$ cat config.mk
export PLATFORM = sky130hd
export DESIGN_NAME = multitap_keypad_text_entry_unit_flat
export DESIGN_NICKNAME = d
export VERILOG_FILES = /design/src/rtl/mkte_pkg.sv /design/src/rtl/mkte_in_if.sv /design/src/rtl/mkte_out_if.sv /design/src/rtl/mkte_cfg_if.sv /design/src/rtl/mkte_text_mem.sv /design/src/rtl/mkte_edit_ctrl.sv /design/src/rtl/multitap_keypad_text_entry_unit.sv /design/src/flat_wrapper.sv
export SDC_FILE = /design/constraint.sdc
export NUM_CORES = 1
export LEC_CHECK = 0
export ABC_CLOCK_PERIOD_IN_PS = 8100
export BUFFER_PORTS_ARGS = -buffer_cell sky130_fd_sc_hd__clkbuf_2
export CORE_MARGIN = 2
export CORE_UTILIZATION = 53
export DETAILED_ROUTE_END_ITERATION = 10
export MAX_ROUTING_LAYER = met4
export PLACE_DENSITY = 0.79
export SYNTH_ARGS = -nofsm -noshare
export SYNTH_HDL_FRONTEND = slang
export SYNTH_SLANG_ARGS = --single-unit
$ cat constraint.sdc
create_clock -name clk -period 8.1 [get_ports clk]
set_input_delay 1.62 -clock clk [delete_from_list [all_inputs] [get_ports clk]]
set_output_delay 1.62 -clock clk [all_outputs]
set_load 0.02 [all_outputs]
$ cat src/rtl/mkte_pkg.sv
// Shared types, codes and letter-group tables for the multi-tap keypad
// text entry unit. No dependencies.
`default_nettype none

package mkte_pkg;

  localparam int BUF_CHARS  = 32;
  localparam int LOCK_CHARS = 16;
  localparam int ADDR_W     = $clog2(BUF_CHARS);
  localparam int LEN_W      = $clog2(BUF_CHARS + 1);
  localparam int CHAR_W     = 8;
  localparam int TIME_W     = 32;
  localparam int TMO_W      = 16;
  localparam int CFG_IDX_W  = 2;
  localparam int CFG_DATA_W = 16;
  localparam logic [TMO_W-1:0] TMO_RESET = TMO_W'(800);

  // Item modes
  localparam logic [1:0] MODE_KEY   = 2'd0;
  localparam logic [1:0] MODE_CLEAR = 2'd1;
  localparam logic [1:0] MODE_READ  = 2'd2;

  // Key codes
  localparam logic [3:0] KEY_DOT   = 4'd10;
  localparam logic [3:0] KEY_DEL   = 4'd11;
  localparam logic [3:0] KEY_SHIFT = 4'd12;
  localparam logic [3:0] KEY_NONE  = 4'd13;

  // Result status codes
  localparam logic [1:0] ST_OK       = 2'd0;
  localparam logic [1:0] ST_REJECT   = 2'd1;
  localparam logic [1:0] ST_DISABLED = 2'd2;

  // Configuration register indexes
  localparam logic [CFG_IDX_W-1:0] CFG_ENABLE  = 2'd0;
  localparam logic [CFG_IDX_W-1:0] CFG_LOCK    = 2'd1;
  localparam logic [CFG_IDX_W-1:0] CFG_TIMEOUT = 2'd2;

  localparam logic [CHAR_W-1:0] CH_DOT  = 8'h2E;
  localparam logic [CHAR_W-1:0] CH_ZERO = 8'h30;

  typedef struct packed {
    logic [1:0]        mode;
    logic [3:0]        key_code;
    logic [TIME_W-1:0] time_ms;
    logic [ADDR_W-1:0] read_position;
  } in_item_t;

  typedef struct packed {
    logic              we;
    logic [ADDR_W-1:0] waddr;
    logic [CHAR_W-1:0] wdata;
    logic              re;
    logic [ADDR_W-1:0] raddr;
  } mem_req_t;

  typedef struct packed {
    logic [1:0]        status;
    logic [LEN_W-1:0]  text_length;
    logic              char_written;
    logic [ADDR_W-1:0] write_position;
    logic [CHAR_W-1:0] write_char;
    logic              read_hit;
  } res_t;

  // Number of letters on a key; zero for keys without letters
  function automatic logic [3:0] grp_len(input logic [3:0] key);
    logic [3:0] n;
    case (key)
      4'd2, 4'd3, 4'd4, 4'd5, 4'd6, 4'd8: n = 4'd6;
      4'd7, 4'd9:                         n = 4'd8;
      default:                            n = 4'd0;
    endcase
    return n;
  endfunction

  // Letter at position idx of a key's group: lowercase first, then uppercase
  function automatic logic [CHAR_W-1:0] grp_char(input logic [3:0] key,
                                                 input logic [2:0] idx);
    logic [CHAR_W-1:0] base;
    logic [2:0]        half;
    logic [2:0]        ofs;
    logic [CHAR_W-1:0] c;
    base = 8'h00;
    half = 3'd3;
    case (key)
      4'd2: base = 8'h61;
      4'd3: base = 8'h64;
      4'd4: base = 8'h67;
      4'd5: base = 8'h6A;
      4'd6: base = 8'h6D;
      4'd7: begin
        base = 8'h70;
        half = 3'd4;
      end
      4'd8: base = 8'h74;
      4'd9: begin
        base = 8'h77;
        half = 3'd4;
      end
      default: base = 8'h00;
    endcase
    if (base == 8'h00 || {1'b0, idx} >= grp_len(key)) begin
      c = 8'h00;
    end else if (idx < half) begin
      c = base + {5'b0, idx};
    end else begin
      ofs = idx - half;
      c = base - 8'h20 + {5'b0, ofs};
    end
    return c;
  endfunction

endpackage

`default_nettype wire

$ cat src/rtl/mkte_in_if.sv
// Key item channel: valid/ready handshake with the item fields.
// Depends on mkte_pkg.
`default_nettype none

interface mkte_in_if;
  import mkte_pkg::*;

  logic              valid;
  logic              ready;
  logic [1:0]        mode;
  logic [3:0]        key_code;
  logic [TIME_W-1:0] time_ms;
  logic [ADDR_W-1:0] read_position;

  modport source (output valid, mode, key_code, time_ms, read_position, input ready);
  modport sink   (input valid, mode, key_code, time_ms, read_position, output ready);
endinterface

`default_nettype wire

$ cat src/rtl/mkte_out_if.sv
// Result channel: valid/ready handshake with the result fields.
// Depends on mkte_pkg.
`default_nettype none

interface mkte_out_if;
  import mkte_pkg::*;

  logic              valid;
  logic              ready;
  logic [1:0]        status;
  logic [LEN_W-1:0]  text_length;
  logic              char_written;
  logic [ADDR_W-1:0] write_position;
  logic [CHAR_W-1:0] write_char;
  logic [CHAR_W-1:0] read_char;

  modport source (output valid, status, text_length, char_written, write_position,
                  write_char, read_char, input ready);
  modport sink   (input valid, status, text_length, char_written, write_position,
                  write_char, read_char, output ready);
endinterface

`default_nettype wire

$ cat src/rtl/mkte_cfg_if.sv
// Configuration write channel: valid/ready, register index and write data.
// Depends on mkte_pkg.
`default_nettype none

interface mkte_cfg_if;
  import mkte_pkg::*;

  logic                  valid;
  logic                  ready;
  logic [CFG_IDX_W-1:0]  idx;
  logic [CFG_DATA_W-1:0] data;

  modport source (output valid, idx, data, input ready);
  modport sink   (input valid, idx, data, output ready);
endinterface

`default_nettype wire

$ cat src/rtl/mkte_text_mem.sv
// Text buffer RAM: one write and one registered read per cycle.
// Depends on mkte_pkg.
`default_nettype none

module mkte_text_mem (
  input  wire logic                      clk,
  input  wire mkte_pkg::mem_req_t        req,
  output logic [mkte_pkg::CHAR_W-1:0]    rdata
);
  import mkte_pkg::*;

  logic [CHAR_W-1:0] mem [BUF_CHARS];
  logic [CHAR_W-1:0] rdata_r;

  always_ff @(posedge clk) begin
    if (req.we) begin
      mem[req.waddr] <= req.wdata;
    end
  end

  // Hold read data until the next read so a stalled result keeps its value
  always_ff @(posedge clk) begin
    if (req.re) begin
      rdata_r <= mem[req.raddr];
    end
  end

  assign rdata = rdata_r;

endmodule

`default_nettype wire

$ cat src/rtl/mkte_edit_ctrl.sv
// Editor control: configuration and cursor/mode state, per-item decode,
// buffer write and read requests. Depends on mkte_pkg.
`default_nettype none

module mkte_edit_ctrl (
  input  wire logic                          clk,
  input  wire logic                          rst_n,
  input  wire logic                          item_acc,
  input  wire mkte_pkg::in_item_t            item,
  input  wire logic                          cfg_we,
  input  wire logic [mkte_pkg::CFG_IDX_W-1:0]  cfg_idx,
  input  wire logic [mkte_pkg::CFG_DATA_W-1:0] cfg_data,
  output mkte_pkg::mem_req_t                 mem_req,
  output mkte_pkg::res_t                     res
);
  import mkte_pkg::*;

  logic              enabled_r;
  logic              locked_r;
  logic [TMO_W-1:0]  timeout_r;

  logic [LEN_W-1:0]  len_r,      len_nxt;
  logic              letter_r,   letter_nxt;
  logic [2:0]        gidx_r,     gidx_nxt;
  logic [3:0]        pkey_r,     pkey_nxt;
  logic [TIME_W-1:0] ptime_r,    ptime_nxt;
  logic              seen_r,     seen_nxt;

  logic [LEN_W-1:0]  limit;
  logic [TIME_W-1:0] dt;
  logic              rpt;
  logic [2:0]        idx;
  logic [CHAR_W-1:0] letter;
  logic              do_app;
  logic              do_rep;
  logic [CHAR_W-1:0] new_char;

  always_ff @(posedge clk) begin
    if (!rst_n) begin
      enabled_r <= 1'b1;
      locked_r  <= 1'b0;
      timeout_r <= TMO_RESET;
    end else if (cfg_we) begin
      unique case (cfg_idx)
        CFG_ENABLE:  enabled_r <= cfg_data[0];
        CFG_LOCK:    locked_r  <= cfg_data[0];
        CFG_TIMEOUT: timeout_r <= cfg_data[TMO_W-1:0];
        default:     ;
      endcase
    end
  end

  always_ff @(posedge clk) begin
    if (!rst_n) begin
      len_r    <= '0;
      letter_r <= 1'b0;
      gidx_r   <= '0;
      pkey_r   <= KEY_NONE;
      ptime_r  <= '0;
      seen_r   <= 1'b0;
    end else if (item_acc) begin
      len_r    <= len_nxt;
      letter_r <= letter_nxt;
      gidx_r   <= gidx_nxt;
      pkey_r   <= pkey_nxt;
      ptime_r  <= ptime_nxt;
      seen_r   <= seen_nxt;
    end
  end

  assign limit = (locked_r && LOCK_CHARS < BUF_CHARS) ? LEN_W'(LOCK_CHARS)
                                                      : LEN_W'(BUF_CHARS);

  // Multi-tap letter pick
  assign dt     = item.time_ms - ptime_r;
  assign rpt    = seen_r && (item.key_code == pkey_r) && (dt < {16'b0, timeout_r});
  assign idx    = (!rpt || {1'b0, gidx_r} >= grp_len(item.key_code)) ? 3'd0 : gidx_r;
  assign letter = grp_char(item.key_code, idx);

  always_comb begin
    len_nxt    = len_r;
    letter_nxt = letter_r;
    gidx_nxt   = gidx_r;
    pkey_nxt   = pkey_r;
    ptime_nxt  = ptime_r;
    seen_nxt   = seen_r;
    do_app     = 1'b0;
    do_rep     = 1'b0;
    new_char   = '0;
    mem_req    = '0;
    res        = '0;
    res.status = ST_OK;

    unique case (item.mode)
      MODE_CLEAR: len_nxt = '0;
      MODE_READ: begin
        mem_req.re    = item_acc;
        mem_req.raddr = item.read_position;
        res.read_hit  = {1'b0, item.read_position} < len_r;
      end
      MODE_KEY: begin
        if (!enabled_r) begin
          res.status = ST_DISABLED;
        end else if (item.key_code == KEY_SHIFT) begin
          if (!locked_r) begin
            letter_nxt = ~letter_r;
          end
          res.status = ST_REJECT;
        end else if (item.key_code > KEY_SHIFT) begin
          res.status = ST_REJECT;
        end else begin
          if (item.key_code == KEY_DEL) begin
            if (len_r != '0) begin
              len_nxt = len_r - LEN_W'(1);
            end
          end else if (item.key_code == KEY_DOT) begin
            do_app   = 1'b1;
            new_char = CH_DOT;
          end else begin
            pkey_nxt  = item.key_code;
            ptime_nxt = item.time_ms;
            seen_nxt  = 1'b1;
            if (!letter_r) begin
              do_app   = 1'b1;
              new_char = CH_ZERO + {4'b0, item.key_code};
            end else begin
              gidx_nxt = idx + 3'd1;
              new_char = letter;
              if (letter != '0) begin
                // Repeat on an empty buffer appends instead
                do_rep = rpt && (len_r != '0);
                do_app = !(rpt && (len_r != '0));
              end
            end
          end

          if (do_app && len_r < limit) begin
            res.char_written   = 1'b1;
            res.write_position = len_r[ADDR_W-1:0];
            len_nxt            = len_r + LEN_W'(1);
          end else if (do_rep && len_r <= limit) begin
            res.char_written   = 1'b1;
            res.write_position = ADDR_W'(len_r - LEN_W'(1));
          end
          if (res.char_written) begin
            res.write_char = new_char;
          end
          if (len_nxt > limit) begin
            len_nxt = limit;
          end
        end
      end
      default: res.status = ST_REJECT;
    endcase

    res.text_length = len_nxt;
    mem_req.we      = item_acc && res.char_written;
    mem_req.waddr   = res.write_position;
    mem_req.wdata   = res.write_char;
  end

endmodule

`default_nettype wire

$ cat src/rtl/multitap_keypad_text_entry_unit.sv
// Top level of the multi-tap keypad text entry unit: item, result and
// configuration channels, output register. Depends on mkte_pkg, the three
// channel interfaces, mkte_edit_ctrl and mkte_text_mem.
`default_nettype none

// Phone-style multi-tap text editor. Each transaction on in_ch is a key
// press, a buffer clear or a character read, and yields exactly one result
// transaction on out_ch. Throughput is one transaction per clock while out_ch
// is ready; the result appears in the cycle after acceptance. All editor state
// except the text itself lives in flip-flops and is updated in the accept
// cycle; the 32 x 8 text buffer is a synchronous RAM written in that same
// cycle and read through a registered output, in step with the result
// register. A read is accepted only after any earlier write is stored, so no
// forwarding is needed. in_ch.ready stays high while the result register is
// empty or is being drained, so a new item enters in the same cycle the
// previous result leaves. Configuration writes (cfg_ch, always ready) are
// expected only while no result is pending; the text buffer comes out of reset
// with undefined contents, but reads at or above the current length give zero.
module multitap_keypad_text_entry_unit (
  input  wire logic  clk,
  input  wire logic  rst_n,
  mkte_in_if.sink    in_ch,
  mkte_out_if.source out_ch,
  mkte_cfg_if.sink   cfg_ch
);
  import mkte_pkg::*;

  in_item_t          item;
  logic              item_acc;
  mem_req_t          mem_req;
  res_t              res;
  res_t              res_r;
  logic              out_valid_r;
  logic [CHAR_W-1:0] mem_rdata;

  // Accept whenever the result register is free or is drained this cycle
  assign in_ch.ready = !out_valid_r || out_ch.ready;
  assign item_acc    = in_ch.valid && in_ch.ready;
  assign cfg_ch.ready = 1'b1;

  assign item.mode          = in_ch.mode;
  assign item.key_code      = in_ch.key_code;
  assign item.time_ms       = in_ch.time_ms;
  assign item.read_position = in_ch.read_position;

  mkte_edit_ctrl u_ctrl (
    .clk      (clk),
    .rst_n    (rst_n),
    .item_acc (item_acc),
    .item     (item),
    .cfg_we   (cfg_ch.valid),
    .cfg_idx  (cfg_ch.idx),
    .cfg_data (cfg_ch.data),
    .mem_req  (mem_req),
    .res      (res)
  );

  mkte_text_mem u_mem (
    .clk   (clk),
    .req   (mem_req),
    .rdata (mem_rdata)
  );

  // Output register: load on accept, drop valid once taken
  always_ff @(posedge clk) begin
    if (!rst_n) begin
      out_valid_r <= 1'b0;
    end else if (item_acc) begin
      out_valid_r <= 1'b1;
    end else if (out_ch.ready) begin
      out_valid_r <= 1'b0;
    end
  end

  always_ff @(posedge clk) begin
    if (item_acc) begin
      res_r <= res;
    end
  end

  assign out_ch.valid          = out_valid_r;
  assign out_ch.status         = res_r.status;
  assign out_ch.text_length    = res_r.text_length;
  assign out_ch.char_written   = res_r.char_written;
  assign out_ch.write_position = res_r.write_position;
  assign out_ch.write_char     = res_r.write_char;
  // RAM read data holds until the next read, so it stays valid while stalled
  assign out_ch.read_char      = res_r.read_hit ? mem_rdata : '0;

endmodule

`default_nettype wire
$ cat src/flat_wrapper.sv
// flat-port wrapper written by rule: the top's interface ports become plain ports
module multitap_keypad_text_entry_unit_flat import mkte_pkg::*;
  (clk, rst_n, in_ch_valid, in_ch_mode, in_ch_key_code, in_ch_time_ms, in_ch_read_position, in_ch_ready, out_ch_valid, out_ch_status, out_ch_text_length, out_ch_char_written, out_ch_write_position, out_ch_write_char, out_ch_read_char, out_ch_ready, cfg_ch_valid, cfg_ch_idx, cfg_ch_data, cfg_ch_ready);
  mkte_in_if in_ch_i ();
  mkte_out_if out_ch_i ();
  mkte_cfg_if cfg_ch_i ();
  input  wire logic clk;
  input  wire logic rst_n;
  input wire logic [$bits(in_ch_i.valid)-1:0] in_ch_valid;
  input wire logic [$bits(in_ch_i.mode)-1:0] in_ch_mode;
  input wire logic [$bits(in_ch_i.key_code)-1:0] in_ch_key_code;
  input wire logic [$bits(in_ch_i.time_ms)-1:0] in_ch_time_ms;
  input wire logic [$bits(in_ch_i.read_position)-1:0] in_ch_read_position;
  output wire logic [$bits(in_ch_i.ready)-1:0] in_ch_ready;
  output wire logic [$bits(out_ch_i.valid)-1:0] out_ch_valid;
  output wire logic [$bits(out_ch_i.status)-1:0] out_ch_status;
  output wire logic [$bits(out_ch_i.text_length)-1:0] out_ch_text_length;
  output wire logic [$bits(out_ch_i.char_written)-1:0] out_ch_char_written;
  output wire logic [$bits(out_ch_i.write_position)-1:0] out_ch_write_position;
  output wire logic [$bits(out_ch_i.write_char)-1:0] out_ch_write_char;
  output wire logic [$bits(out_ch_i.read_char)-1:0] out_ch_read_char;
  input wire logic [$bits(out_ch_i.ready)-1:0] out_ch_ready;
  input wire logic [$bits(cfg_ch_i.valid)-1:0] cfg_ch_valid;
  input wire logic [$bits(cfg_ch_i.idx)-1:0] cfg_ch_idx;
  input wire logic [$bits(cfg_ch_i.data)-1:0] cfg_ch_data;
  output wire logic [$bits(cfg_ch_i.ready)-1:0] cfg_ch_ready;
  assign in_ch_i.valid = in_ch_valid;
  assign in_ch_i.mode = in_ch_mode;
  assign in_ch_i.key_code = in_ch_key_code;
  assign in_ch_i.time_ms = in_ch_time_ms;
  assign in_ch_i.read_position = in_ch_read_position;
  assign in_ch_ready = in_ch_i.ready;
  assign out_ch_valid = out_ch_i.valid;
  assign out_ch_status = out_ch_i.status;
  assign out_ch_text_length = out_ch_i.text_length;
  assign out_ch_char_written = out_ch_i.char_written;
  assign out_ch_write_position = out_ch_i.write_position;
  assign out_ch_write_char = out_ch_i.write_char;
  assign out_ch_read_char = out_ch_i.read_char;
  assign out_ch_i.ready = out_ch_ready;
  assign cfg_ch_i.valid = cfg_ch_valid;
  assign cfg_ch_i.idx = cfg_ch_idx;
  assign cfg_ch_i.data = cfg_ch_data;
  assign cfg_ch_ready = cfg_ch_i.ready;
  multitap_keypad_text_entry_unit u_core (.clk(clk), .rst_n(rst_n), .in_ch(in_ch_i), .out_ch(out_ch_i), .cfg_ch(cfg_ch_i));
endmodule
# ---- After elaboration in Yosys (flattened, before gate mapping)
# Memory sizes are Yosys's and may differ from the RTL's. A register that Yosys moved wholly into a read port is not among the register bits.
# Index checks and enable logic that the tools add are counted.
dict set report totals {
  mem_bits_ro 96
  input_bits 66
  ram_bits 256
  register_bits 89
  memories 3
}
dict set report classes {
  n_reduce_logical 27
  n_bitwise 6
  n_eq_ne 16
  n_addsub 9
  magnitude_cmp 9
  muxes 58
}
# name words width rd rd_clocked_by_memory_dff wr line_no
set memory_table {}
lappend memory_table {u_core.u_mem.mem 32 8 1 1 1 mkte_text_mem.sv:12} ;# logic [CHAR_W-1:0] mem [BUF_CHARS];
lappend memory_table {{(no name shown)} 16 3 1 0 0 mkte_pkg.sv:69} ;# case (key)
lappend memory_table {{(no name shown)} 16 3 1 0 0 mkte_pkg.sv:69}
# cell count
set ops {}
lappend ops {{6-bit 2-to-1 mux} 19}
lappend ops {{14-bit 2-to-1 mux} 4}
lappend ops {{8-bit 2-to-1 mux} 7}
lappend ops {{7-bit case mux with 8 select lines} 1}
lappend ops {{32-bit by 16-bit less-than comparator with 1-bit output} 1}
lappend ops {{32-bit subtractor} 1}
lappend ops {{1-bit 2-to-1 mux} 22}
lappend ops {{4-bit == test, second input constant} 5}
lappend ops {{8-bit by 3-bit adder with 8-bit output} 2}
lappend ops {{4-bit by 3-bit == test with 1-bit output, second input constant} 4}
lappend ops {{6-bit case mux with 2 select lines} 1}
lappend ops {{4-bit by 2-bit == test with 1-bit output, second input constant} 2}
lappend ops {{3-bit by 4-bit greater-or-equal comparator with 1-bit output} 2}
lappend ops {{8-bit logical NOT} 1}
lappend ops {{8-bit AND reduction} 1}
lappend ops {{8-bit nonzero test} 1}
lappend ops {{8-bit by 6-bit subtractor with 8-bit output, second input constant} 1}
lappend ops {{6-bit by 4-bit adder with 7-bit output, first input constant} 1}
lappend ops {{1-bit logical AND} 7}
lappend ops {{7-bit AND reduction} 1}
lappend ops {{6-bit by 1-bit adder with 6-bit output, second input constant} 1}
lappend ops {{6-bit > comparator} 1}
lappend ops {{6-bit <= comparator} 1}
lappend ops {{5-bit by 6-bit less-than comparator with 1-bit output} 1}
lappend ops {{other kinds (21)} 37}

# ---- Depth between registers and ports, before layout
dict set report logic_depth {
  word_depth 34
  depth_mapped 36
}

# ---- Cells and area by module
# A second synthesis with hierarchy kept.
dict set report hier_totals {
  cells_unflattened 1420
  hier_area_um2 17815.8
}
# module n_inst seq_area_each_um2 area_each_um2 cells_per_inst
set modules_own_cells {}
lappend modules_own_cells {mkte_text_mem 1 7927.6 10133.5 417}
lappend modules_own_cells {mkte_edit_ctrl 1 1301.2 6715.2 944}
lappend modules_own_cells {multitap_keypad_text_entry_unit 1 710.7 967.2 59}

# ---- Worst setup path before layout
# No wires, ideal clock.
dict set report synth_path {
  kind {input -> register}
  startpoint {input port in_ch_time_ms[0]}
  endpoint {memory u_core.u_mem.mem[10][0], enable pin}
  arrival_ns 7.898
  required_ns 7.705
  stages 30
  setup_ns 0.395
  path_slack_ns -0.193
  path_cell_list {inv_1 > ha_1 > fa_1 > nor2b_1 > o2111a_1 > nor2_1 > o311a_1 > o21ai_0 > xor2_1 > ha_1 > nor2b_1 > o21ai_0 > nand3_1 > nor3_1 > nand3_1 > nor4_1 > and4b_2 > and4_1 > and2_1 > ha_1 > a21oi_1 > o22ai_1 > a21o_1 > o21ai_0 > nand2_1 > mux2i_1 > o21ai_2 > a21o_1 > buf_6 > nor4_1}
}
dict set report synth_via {
  elab_chain_len 33
}
# element line_no
set synth_lines {}
lappend synth_lines {{from (decl)} flat_wrapper.sv:12} ;# input wire logic [$bits(in_ch_i.time_ms)-1:0] in_ch_time_ms;
lappend synth_lines {{32-bit subtractor *} mkte_edit_ctrl.sv:75} ;# assign dt = item.time_ms - ptime_r;
lappend synth_lines {{32-bit by 16-bit less-than comparator with 1-bit output *} mkte_edit_ctrl.sv:76} ;# assign rpt = seen_r && (item.key_code == pkey_r) && (dt < {16'b0, timeout_r});
lappend synth_lines {{1-bit logical AND *} mkte_edit_ctrl.sv:76}
lappend synth_lines {{1-bit logical NOT} mkte_edit_ctrl.sv:77} ;# assign idx = (!rpt || {1'b0, gidx_r} >= grp_len(item.key_code)) ? 3'd0 : gidx_r;
lappend synth_lines {{1-bit logical OR} mkte_edit_ctrl.sv:77}
lappend synth_lines {{3-bit 2-to-1 mux} mkte_edit_ctrl.sv:77}
lappend synth_lines {{3-bit subtractor} mkte_pkg.sv:108} ;# ofs = idx - half;
lappend synth_lines {{8-bit by 3-bit adder with 8-bit output} mkte_pkg.sv:109} ;# c = base - 8'h20 + {5'b0, ofs};
lappend synth_lines {{[... 17 more ...]} -}
lappend synth_lines {{6-bit 2-to-1 mux *} mkte_edit_ctrl.sv:94} ;# unique case (item.mode)
lappend synth_lines {{14-bit 2-to-1 mux *} mkte_edit_ctrl.sv:109} ;# end else if (item.key_code > KEY_SHIFT) begin
lappend synth_lines {{14-bit 2-to-1 mux *} mkte_edit_ctrl.sv:104} ;# end else if (item.key_code == KEY_SHIFT) begin
lappend synth_lines {{14-bit 2-to-1 mux *} mkte_edit_ctrl.sv:102} ;# if (!enabled_r) begin
lappend synth_lines {{14-bit 2-to-1 mux *} mkte_edit_ctrl.sv:94}
lappend synth_lines {{1-bit logical AND} mkte_edit_ctrl.sv:157} ;# mem_req.we = item_acc && res.char_written;
lappend synth_lines {{1-bit 2-to-1 mux} mkte_text_mem.sv:16} ;# if (req.we) begin
lappend synth_lines {{1-bit 2-to-1 mux (implied by the code)} mkte_text_mem.sv:17} ;# mem[req.waddr] <= req.wdata;
lappend synth_lines {{to (decl)} mkte_text_mem.sv:12}
# Every way passes the cells marked *; elsewhere a longest branch is shown, timed or not. The select of a mux whose other input is x is not followed.

# ---- Worst setup path in the final report
dict set report layout_path {
  startpoint {input port in_ch_time_ms[0]}
  endpoint {memory u_core.u_mem.mem[18][0], enable pin}
}
# The elaborated chain is that of the path after synthesis.

==> impl_metrics.toml <==
[power]
p_leak_uw = 0.007345
peakVddDrop_uv = 275.0
p_per_area_nw_per_um2 = 200.8
total_power_uw = 4197

[final_layout]
area_growth_pct = 14.59
final_nets = 1835
fin_area_um2 = 20900
final_core_util = 0.6202
fin_cells = 2168
layout-drive-gt1-share = 0.2071
fill_cells = 2544

[global_routing]
grt_pass1_vias = 12910
antenna_found_initial = 1
grt_use_total = 0.2677
grt_pass1_wl_um = 72430
overflow = 0
grt_max_degree = 97

[placement]
port_buffers = 97
hpwl_um = 30200
dpl_cell_area_um2 = 19590
placedCellCount = 2096
place.gp.congestion = 0.9609

[route]
routed-via-count = 13410
avgViaCountPerCell = 6.184
first_iter_violations = 1461
final_antenna_net_count = 0
wl_per_cell_um = 21.32
drc = 0
routed_wl_um = 46210
dr.pass1.iters = 8

[yosys]
synthArstFlopShare = 0
avgSynthCellArea_um2 = 11.78
yosysTopAreaCell = "edfxtp_1"
synth_ff_type = "edfxtp_1"
syn_inst = 1548
synth_area_leaders = "edfxtp_1 47%, dfxtp_1 7.2%, mux4_2 5.9%"
synth_most_common_cell = "edfxtp_1"
synth_commonest_cells = "287 x edfxtp_1, 185 x nand2_1, 80 x inv_1, 80 x o21ai_0, 75 x ha_1"
synth_warnings = 0
synth_top_area_frac = 0.4725
synthDistinctLibCells = 101
ys_seq_area_frac = 0.5449
synthesis.area_um2 = 18240
ys_ff_latch = 353
synth_edf_count = 287

[sta]
period_needed_ns = 7.684
fin_hold_ws_ns = 0.4612
worst_pin_slew_ns = 1.086
slew_viol_final = 0
setup-violations-final = 0
fin_crit_sh = 0.9486
hold_viol = 0
max_freq_mhz = 130.1
fin_skew_ns = 0.03268
max_slew_margin = 0.2759

[clock_network]
htreeDepth = 2
root_buffer = "clkbuf_16"
cts_made_buffers = 37
clockBufferDepth = 3
clkTransAtPathRegs_ns = 0.06
clock_latency_ns = 0.57
cts_tree = "built"
clock_sinks = 353

[setup_path]
rrSetupSlack_ns = 1.30
arrival_ns = 7.95
crit_path_end_kind = "flip-flop"
worstSetupPathType = "input port to flip-flop"
critPathTopFamily = "simple AND/OR/NAND/NOR gates"
critPathMaxFanout = 8
cp_slowest_cell = "a2111oi_0"
cpMostUsedCell = "buf_4"
worst_path_largest_cell_delay_ns = 0.60
reg2reg_from = "u_core.u_ctrl.ptime_r[7]"
endpoint = "u_core.u_mem.mem[18][0]"
cp-start-kind = "input port"
path_depth = 31
cp_data_required_time_ns = 8.36
worstSetupStartpoint = "in_ch_time_ms[0]"
reg2regPathDepth = 29
r2r-end = "u_core.u_mem.mem[18][0]"
worst-path-buf-inv = 6

[floorplan]
die_w_um = 189.5
io_pins = 99
row_count = 67
start_util = 0.5412
coreArea_um2 = 33700
dieArea_um2 = 35920
die_y_um = 189.5

[run]
cap_violations = 0

[worst_hold_path]
worstHoldPathType = "flip-flop to flip-flop"

[outcome]
status = "complete, no violations"
per-stage QoR:
step / worst slack, ns / TNS (ns)
global placement: 0.01435 / 0
detailed placement: -0.1978 / -32.33
floorplan: -0.1931 / -6.180
finish: 0.4163 / 0
CTS: 0.2949 / 0
global route: -0.06329 / -0.7231
layout make-up:
class                      count  area, µm²  share of cell area
antenna                        1      2.502           0.0001197
clock buffer                  48       1008             0.04825
multi-input combinational   1039       7665              0.3667
sequential                   353       9940              0.4755
clock inverter                20      203.9            0.009758
inverter                      82      310.3             0.01485
tap                          448      560.5             0.02682
timing repair buffer         177       1211             0.05795
registers in the layout, indices dropped and copies added, names as in the netlist, 2 cells and up:
register and flops:
u_core.u_mem.mem 256, u_core.u_ctrl.timeout_r 16, u_core.u_ctrl.len_r 6, u_core.u_ctrl.pkey_r 4, u_core.out_ch.status 2, u_core.u_ctrl.ptime_r 32
u_core.u_mem.rdata 8, u_core.out_ch.text_length 6, u_core.out_ch.write_char 8, u_core.u_ctrl.gidx_r 3, u_core.out_ch.write_position 5
where the power goes:
group	total (µW)	internal (µW)	switching, µW
Clock	1700	985	718
Sequential	1990	1980	13.3
Combinational	504	193	311
Total	4200	3150	1040
metal layers:
metal	global-route usage	part of all wire
met3	0.04819	0.085
met4	0.09094	0.034
met2	0.4269	0.48
met5	-	0
met1	0.3480	0.41
cells in the final DEF, fill, tap and decap left out, types with 16 or more instances in the layout:
cell type	n
edfxtp_1	287
nand2_1	183
clkbuf_2	97
inv_1	80
o21ai_0	78
ha_1	75
buf_4	70
dfxtp_1	66
a21boi_0	55
a21oi_1	53
nor2_1	53
mux4_2	48
nor3_1	38
clkbuf_16	38
o22ai_1	36
o221ai_1	34
conb_1	34
nand3_1	30
xnor2_1	21
a21o_1	20
nor3_2	19
nor2b_1	16
and2_1	16
cells by family (layout without fill, tap and decap cells):
group           count (synthesis)  in the layout  share of synthesized area
xor+xnor                       37             37                    0.01818
simple gates                  447            447                     0.1187
other cells                     2             35                  0.0004117
mux                            65             65                    0.06949
fa+ha+maj                      80             80                    0.05639
buf+inv                       188            327                    0.05001
compound gates                376            376                     0.1419
flops                         353            353                     0.5449
how the worst min path moves through the flow:
| stage | end | cells after the start | slack, ns | startpoint |
|---|---|---|---|---|
| finish | u_core.u_ctrl.ptime_r[14] | 2 | 0.46 | u_core.u_ctrl.ptime_r[14] |
| global route | u_core.u_ctrl.ptime_r[2] | 2 | 0.48 | u_core.u_ctrl.ptime_r[2] |
| CTS | u_core.u_ctrl.ptime_r[2] | 2 | 0.47 | u_core.u_ctrl.ptime_r[2] |
| detailed placement | u_core.u_ctrl.ptime_r[9] | 2 | 0.46 | u_core.u_ctrl.ptime_r[9] |
| global placement | u_core.u_ctrl.seen_r | 1 | 0.45 | u_core.u_ctrl.seen_r |
| floorplan | u_core.u_ctrl.seen_r | 1 | 0.43 | u_core.u_ctrl.seen_r |
timing repair:
action	4_1_cts	5_1_grt
hold endpoints to repair	0	0
gates resized for setup	0	16
hold buffers	0	0
endpoints found under the setup margin	0	286
setup buffers	0	3
worst register-to-register path: cells and delay by family (launching register included):
| kind | cells | cell delay [ns] |
|---|---|---|
| mux | 1 | 0.11 |
| fa+ha+maj | 3 | 0.94 |
| simple gates | 13 | 2.40 |
| xor+xnor | 1 | 0.20 |
| flops | 1 | 0.33 |
| buf+inv | 4 | 0.59 |
| compound gates | 7 | 1.93 |
No activity file was read; power rests on OpenSTA's default activity.
